## src/rtl/u8d_pkg.sv

```systemverilog
// Package for the UTF-8 stream decoder: result status codes, the result
// beat struct and queue sizing constants. No dependencies.
package u8d_pkg;

  // Width of a decoded code point
  localparam int unsigned CP_W = 21;

  // Result queue: four entries, one decode step pushes at most two
  localparam int unsigned QDEPTH = 4;
  localparam int unsigned QPTR_W = 2;
  localparam int unsigned QCNT_W = 3;

  // Result status codes
  typedef enum logic [1:0] {
    ST_CODE    = 2'd0,
    ST_INVALID = 2'd1,
    ST_END     = 2'd2
  } status_t;

  // One result beat
  typedef struct packed {
    logic [CP_W-1:0] code_point;
    status_t         status;
    logic            last;
  } result_t;

endpackage

```

## src/rtl/utf8_stream_decoder.sv

```systemverilog
// UTF-8 stream decoder top level: byte input channel, result channel.
// Depends on u8d_pkg, u8d_decode and u8d_queue.
//
// Usage:
//   Input channel: one raw UTF-8 byte per beat on in_byte_in, taken when
//   in_valid is high and in_stall is low.
//   Result channel: one result per beat (out_code_point, out_status,
//   out_last), taken when out_valid is high and out_stall is low. A byte
//   gives zero results (lead byte or inner continuation), one, or two (a
//   bad continuation followed by a retried lead); out_last marks the
//   final result of its byte.
//   A result is written into the result queue when its byte is taken and
//   reaches the output once the results ahead of it have left. Throughput:
//   one byte per cycle while the receiver keeps up; the queue delivers one
//   beat per cycle while out_stall is low, so two results take two beats.
//   Stall: the decoder decodes as it takes; results wait in a four-entry
//   queue, and in_stall rises when fewer than two entries are free.
//   Reset (rst_n low, synchronous): the open sequence is dropped and the
//   queue emptied; the block takes bytes in the next cycle.
module utf8_stream_decoder
  import u8d_pkg::*;
(
  input  logic              clk,
  input  logic              rst_n,
  input  logic              in_valid,
  output logic              in_stall,
  input  logic [7:0]        in_byte_in,
  output logic              out_valid,
  input  logic              out_stall,
  output logic [CP_W-1:0]   out_code_point,
  output logic [1:0]        out_status,
  output logic              out_last
);

  logic       take;
  logic       room2;
  logic       not_empty;
  logic [1:0] res_cnt;
  result_t    res0, res1, head;

  // Handshake
  assign in_stall  = !room2;
  assign take      = in_valid && room2;
  assign out_valid = not_empty;

  u8d_decode u_decode (
    .clk     (clk),
    .rst_n   (rst_n),
    .take    (take),
    .byte_in (in_byte_in),
    .res0    (res0),
    .res1    (res1),
    .res_cnt (res_cnt)
  );

  u8d_queue u_queue (
    .clk       (clk),
    .rst_n     (rst_n),
    .push      (take),
    .push_cnt  (res_cnt),
    .push0     (res0),
    .push1     (res1),
    .pop       (not_empty && !out_stall),
    .head      (head),
    .not_empty (not_empty),
    .room2     (room2)
  );

  // Result beat fields
  assign out_code_point = head.code_point;
  assign out_status     = head.status;
  assign out_last       = head.last;

endmodule

```

## src/rtl/u8d_decode.sv

```systemverilog
// Byte decoder: holds the open-sequence state and turns one input byte
// into zero, one or two result beats. Depends on u8d_pkg.
module u8d_decode
  import u8d_pkg::*;
(
  input  logic            clk,
  input  logic            rst_n,
  input  logic            take,
  input  logic [7:0]      byte_in,
  output result_t         res0,
  output result_t         res1,
  output logic [1:0]      res_cnt
);

  logic [CP_W-1:0] partial_r, partial_nxt;
  logic [1:0]      remain_r, remain_nxt;

  logic            lead_ascii;
  logic            lead_open;
  logic [1:0]      lead_rem;
  logic [CP_W-1:0] lead_pay;
  logic [CP_W-1:0] shifted;

  // Classify the byte as a lead byte
  always_comb begin
    lead_ascii = 1'b0;
    lead_open  = 1'b0;
    lead_rem   = 2'd0;
    lead_pay   = '0;
    priority if (byte_in[7] == 1'b0) begin
      lead_ascii = 1'b1;
    end else if (byte_in[7:5] == 3'b110) begin
      lead_open = 1'b1;
      lead_rem  = 2'd1;
      lead_pay  = {16'd0, byte_in[4:0]};
    end else if (byte_in[7:4] == 4'b1110) begin
      lead_open = 1'b1;
      lead_rem  = 2'd2;
      lead_pay  = {17'd0, byte_in[3:0]};
    end else if (byte_in[7:3] == 5'b11110) begin
      lead_open = 1'b1;
      lead_rem  = 2'd3;
      lead_pay  = {18'd0, byte_in[2:0]};
    end else begin
      // one leading one, or five and more: bad lead
    end
  end

  assign shifted = {partial_r[CP_W-7:0], byte_in[5:0]};

  // Step decode: results and next sequence state
  always_comb begin
    res0        = '0;
    res1        = '0;
    res_cnt     = 2'd0;
    partial_nxt = partial_r;
    remain_nxt  = remain_r;
    priority if (byte_in == 8'd0) begin
      // end of text drops any open sequence
      partial_nxt     = '0;
      remain_nxt      = 2'd0;
      res0.status     = ST_END;
      res0.last       = 1'b1;
      res_cnt         = 2'd1;
    end else if (remain_r != 2'd0) begin
      if (byte_in[7:6] == 2'b10) begin
        // continuation: shift in six payload bits
        remain_nxt  = remain_r - 2'd1;
        partial_nxt = shifted;
        if (remain_r == 2'd1) begin
          res0.code_point = shifted;
          res0.status     = ST_CODE;
          res0.last       = 1'b1;
          res_cnt         = 2'd1;
          partial_nxt     = '0;
        end
      end else begin
        // bad continuation: invalid, then retry the byte as a lead
        partial_nxt = '0;
        remain_nxt  = 2'd0;
        res0.status = ST_INVALID;
        if (lead_ascii) begin
          res1.code_point = {13'd0, byte_in};
          res1.status     = ST_CODE;
          res1.last       = 1'b1;
          res_cnt         = 2'd2;
        end else if (lead_open) begin
          partial_nxt = lead_pay;
          remain_nxt  = lead_rem;
          res0.last   = 1'b1;
          res_cnt     = 2'd1;
        end else begin
          res1.status = ST_INVALID;
          res1.last   = 1'b1;
          res_cnt     = 2'd2;
        end
      end
    end else begin
      // no sequence open
      if (lead_ascii) begin
        res0.code_point = {13'd0, byte_in};
        res0.status     = ST_CODE;
        res0.last       = 1'b1;
        res_cnt         = 2'd1;
      end else if (lead_open) begin
        partial_nxt = lead_pay;
        remain_nxt  = lead_rem;
      end else begin
        res0.status = ST_INVALID;
        res0.last   = 1'b1;
        res_cnt     = 2'd1;
      end
    end
  end

  // Sequence state
  always_ff @(posedge clk) begin
    if (!rst_n) begin
      partial_r <= '0;
      remain_r  <= 2'd0;
    end else if (take) begin
      partial_r <= partial_nxt;
      remain_r  <= remain_nxt;
    end
  end

endmodule

```

## src/rtl/u8d_queue.sv

```systemverilog
// Result queue: four-entry register queue that takes up to two beats per
// cycle and hands out one. Depends on u8d_pkg.
module u8d_queue
  import u8d_pkg::*;
(
  input  logic       clk,
  input  logic       rst_n,
  input  logic       push,
  input  logic [1:0] push_cnt,
  input  result_t    push0,
  input  result_t    push1,
  input  logic       pop,
  output result_t    head,
  output logic       not_empty,
  output logic       room2
);

  result_t            mem [QDEPTH];
  logic [QPTR_W-1:0]  wr_r, wr_nxt;
  logic [QPTR_W-1:0]  rd_r, rd_nxt;
  logic [QCNT_W-1:0]  cnt_r, cnt_nxt;
  logic [QCNT_W-1:0]  add;
  logic [QPTR_W-1:0]  wr_p1;

  assign add       = push ? {1'b0, push_cnt} : '0;
  assign wr_p1     = wr_r + 1'b1;
  assign wr_nxt    = wr_r + add[QPTR_W-1:0];
  assign rd_nxt    = pop ? rd_r + 1'b1 : rd_r;
  assign cnt_nxt   = cnt_r + add - {{(QCNT_W-1){1'b0}}, pop};

  assign head      = mem[rd_r];
  assign not_empty = (cnt_r != '0);
  assign room2     = (cnt_r <= QCNT_W'(QDEPTH - 2));

  // Pointers and fill count
  always_ff @(posedge clk) begin
    if (!rst_n) begin
      wr_r  <= '0;
      rd_r  <= '0;
      cnt_r <= '0;
    end else begin
      wr_r  <= wr_nxt;
      rd_r  <= rd_nxt;
      cnt_r <= cnt_nxt;
    end
  end

  // Entry storage
  always_ff @(posedge clk) begin
    if (push && push_cnt != 2'd0) begin
      mem[wr_r] <= push0;
    end
    if (push && push_cnt == 2'd2) begin
      mem[wr_p1] <= push1;
    end
  end

endmodule
```

## config.mk

```make
export PLATFORM = sky130hd
export DESIGN_NAME = utf8_stream_decoder
export DESIGN_NICKNAME = d
export VERILOG_FILES = /design/src/rtl/u8d_pkg.sv /design/src/rtl/utf8_stream_decoder.sv /design/src/rtl/u8d_decode.sv /design/src/rtl/u8d_queue.sv
export SDC_FILE = /design/constraint.sdc
export NUM_CORES = 1
export LEC_CHECK = 0
export BUFFER_PORTS_ARGS = -buffer_cell sky130_fd_sc_hd__buf_2
export CORE_ASPECT_RATIO = 0.75
export CORE_MARGIN = 2
export CORE_UTILIZATION = 60
export CTS_CLUSTER_DIAMETER = 50
export DETAILED_ROUTE_END_ITERATION = 8
export GPL_ROUTABILITY_DRIVEN = 0
export PLACE_DENSITY = 0.8
export SYNTH_ARGS = -nofsm -noshare
export SYNTH_HDL_FRONTEND = slang
export SYNTH_SLANG_ARGS = --single-unit
export TNS_END_PERCENT = 20
```

## constraint.sdc

```tcl
create_clock -name clk -period 8.85 [get_ports clk]
set_input_delay 1.3275 -clock clk [delete_from_list [all_inputs] [get_ports clk]]
set_output_delay 1.3275 -clock clk [all_outputs]
set_load 0.02 [all_outputs]
```

==> results.md <==
- Top cell by count, worst path: xnor2_1
- DR WL/cell: 21.2 µm
- Gate Count Post-Synth: approximately 600
- R2R Setup Slk: 5.14 ns
- Static Leakage: 2.34 nW
- Tcrit/Tclk final: 45.1%
- Rel. slew slack: 15.0%
- Layout Nets: 625
- Register area share after synthesis: 47.2%
- Placed cells: 719
- ANT nets after route: 0
- Startpoint Class: input port
- IO buf count: 37
- DIE HEIGHT: 90.2 µm
- Final setup margin: 4.86 ns
- Netlist area before placement: approximately 5900 µm²
- Area growth syn-to-layout: 14.9%
- R2r endpoint: u_queue.cnt_r[2]
- Tot GR Track Use: 30.6%
- Number of synthesized flops with an enable pin: 36
- RSZ-0062 raised after global routing: no
- CTS root buf: clkbuf_16
- GRT Residual Overflow: 0
- Area of the multi-input gates: 2900 µm²
- Die ar.: ~11000 µm²
- CP Max Fanout: between 60 and 70
- Mapped Avg Cell Area: 10.0 µm²
- WP buf/inv: 2
- HPWL Detailed: between 9 and 10 mm
- Minimum clock period: 3.99 ns
- Slew of the pin with the lowest slew margin: 1.27 ns
- Setup Buffers After CTS: 0
- Hold Crit Class: register to register
- CP cell instances: buf_2 -> nor4b_2 -> a41oi_4 -> buf_4 -> a21oi_1 -> nor2_1 -> ha_1 -> fa_1 -> xnor2_1 -> xnor2_1 -> and2_1
- Crit-path slowest cell: nor4b_2
- Hold path cells: 2
- Drt drc: 0
- Drt first pass iters: 6
- Main synth FF type: dfxtp_1
- Vias: 5036
- Crit path kind: input port to register
- Final setup violation count: 0
- Maximum VDD drop: about 0.00015 V
- CP peak stage delay: 0.56 ns
- Status: completed
- Power Total: approximately 1.8 mW
- Max Root-Sink Buffers: 2
- CTS resizes: 0
- Largest net degree at the start of global routing: 63
- Most frequent cells in the layout: dfxtp_1 (86), nand3_1 (62), a21oi_1 (62), o21ai_0 (61), nand2_1 (51)
- Crit path depth: 11
- Maximum clock rate: 251 MHz
- Worst path arrival time: 4.30 ns
- WHS Endpoint: u_decode.partial_r[9]
- Clock slew at reported path FFs: roughly 0.060 ns
- Min-delay src: u_decode.partial_r[9]
- Sum of routed wire length over all layers: 15.9 mm
- TritonCTS clock tree: built
- Final setup TNS: 0 ns
- Boundary Pins: 38
- Share of cells above drive strength 1: 19.9%
- Ys async rst share: 0%
- Antenna violations before repair: 0
- Vias in the first global route: 4861
- H-tree depth: 4
- Worst r2r src: u_decode.remain_r[0]
- # diodes: 0
- Clock Skew: 0.00630 ns
- Final instance count without filler cells: 751
- Syn Nets: 613
- Pwr Density: about 260 nW/µm²
- Hold Buf Count CTS: 0
- Vias/cell: 6.71
- Sequential Area: between 2000 and 3000 µm²
- Dpl ws: 4.51 ns
- FF-to-FF path depth: 12
- Cell family with most CP delay: simple AND/OR/NAND/NOR gates
- TritonCTS Buffers: 17
- Synth Register Bits: 122
- Initial DRC Count: a little over 800
- Synth warn: 0
- Commonest non-fill, non-tap cell in the layout: dfxtp_1
- Cell row count: 31
- Clock latency on the worst-skew pair: approximately 0.42 ns
- Crit. End Element: register
- Hold Violations, Final: 0
- Post-synthesis cell type count: 52
- Max Cap Viol: 0
- First-pass GRT wire length: around 25 mm
- Core box area: 9660 µm²
- CP Data Required Time: 9.16 ns
- Final slew viol count: 0
- FILL cells: 665
- Die Width: 119 µm
- Sink Count: roughly 120
- Starting Density: 61.5%
## worst reg2reg max path, cell delays in order, from the launching register on
cell and delay [ns]:
dfxtp_1 0.38, inv_1 0.07, ha_1 0.48, nor4b_2 0.62, a41oi_4 0.04, buf_4 0.36, a21oi_1 0.50, nor2_1 0.15
ha_1 0.22, fa_1 0.38, xnor2_1 0.15, xnor2_1 0.12, and2_1 0.16
## cell type report
| class | count | share of cell area, % |
|---|---|---|
| multi-input combinational | 409 | 42.5 |
| clock buffer | 19 | 6.65 |
| timing repair buffer | 46 | 3.70 |
| sequential | 122 | 41.1 |
| inverter | 10 | 0.550 |
| clock inverter | 13 | 3.10 |
| tap | 132 | 2.42 |
## where the power goes
part | internal [mW] | total [mW] | switching, mW
registers | 0.608 | 0.642 | 0.0340
logic | 0.130 | 0.330 | 0.199
clock network | 0.518 | 0.781 | 0.263
total | 1.26 | 1.75 | 0.496
## flip-flops by register name, summed over array words and instances (netlist names), named ones only
signal              count
u_queue.wr_r            2
u_decode.remain_r       2
u_queue.rd_r            2
u_queue.mem            96
u_decode.partial_r     15
u_queue.cnt_r           3
## per-layer routing
metal	vias to the layer above	track usage, %	part of all wire [%]
met4	0	13.5	2.9
met2	310	45.8	46
li1	2235	-	-
met1	2441	42.2	41
met3	50	8.06	11
met5	-	0	0
## worst max-delay path by stage
stage | from | end | slack (ns)
after floorplan | in_byte_in[6] | u_queue.cnt_r[2] | 5.17
after global placement | in_byte_in[7] | u_queue.cnt_r[2] | 4.64
after detailed placement | in_byte_in[7] | u_queue.cnt_r[2] | 4.51
after CTS | in_byte_in[7] | u_queue.cnt_r[2] | 4.94
after global routing | in_byte_in[7] | u_queue.cnt_r[2] | 4.62
final | in_byte_in[7] | u_queue.cnt_r[2] | 4.86
## cell usage after synthesis (all sizes together), types with 2 or more instances
cell    count  share of area (%)
mux2i      17                2.9
a21oi      62                5.2
a22oi       2               0.25
dfxtp      86                 29
ha          6                1.3
o32a        3               0.72
mux4       24                9.1
edfxtp     36                 18
a221oi      2               0.40
a31o        5               0.74
nor3b      13                1.6
nor2b       2               0.21
nand4b      2               0.29
buf        21                2.0
o22ai      10                1.1
inv        10               0.63
and2       24                2.6
nand2      51                3.2
nand2b      3               0.32
nor4        3               0.63
clkbuf     32                2.0
o211ai      2               0.25
a21boi      8                1.0
nor4b       3               0.76
nand3      62                5.2
nor3       15                1.6
nor2        7               0.44
nand4       3               0.32
xor2        3               0.44
o21ai      61                5.1
a31oi       3               0.32
xnor2       2               0.29
## metrics by stage
| step | cell area [µm²] | utilization, % | hold slack, ns |
|---|---|---|---|
| after floorplan | 5940 | - | 0.430 |
| after global placement | 6160 | 63.8 | 0.441 |
| after detailed placement | 6160 | 63.8 | 0.450 |
| after CTS | 6830 | 70.7 | 0.459 |
| after global routing | 6830 | 70.7 | 0.477 |
| final | 6830 | 70.7 | 0.459 |
## cell families (layout without fill, tap and decap cells)
family	Yosys count	in the layout	share of synthesized area, %
flip-flops	122	122	47.2
AO/OA/AOI/OAI	164	164	16.0
multiplexers	41	41	12.0
XOR/XNOR	5	5	0.737
adder cells (fa/ha/maj)	7	7	1.60
buffers and inverters	63	88	4.69
AND/OR/NAND/NOR	192	192	17.8
No activity file was read; power rests on OpenSTA's default activity.
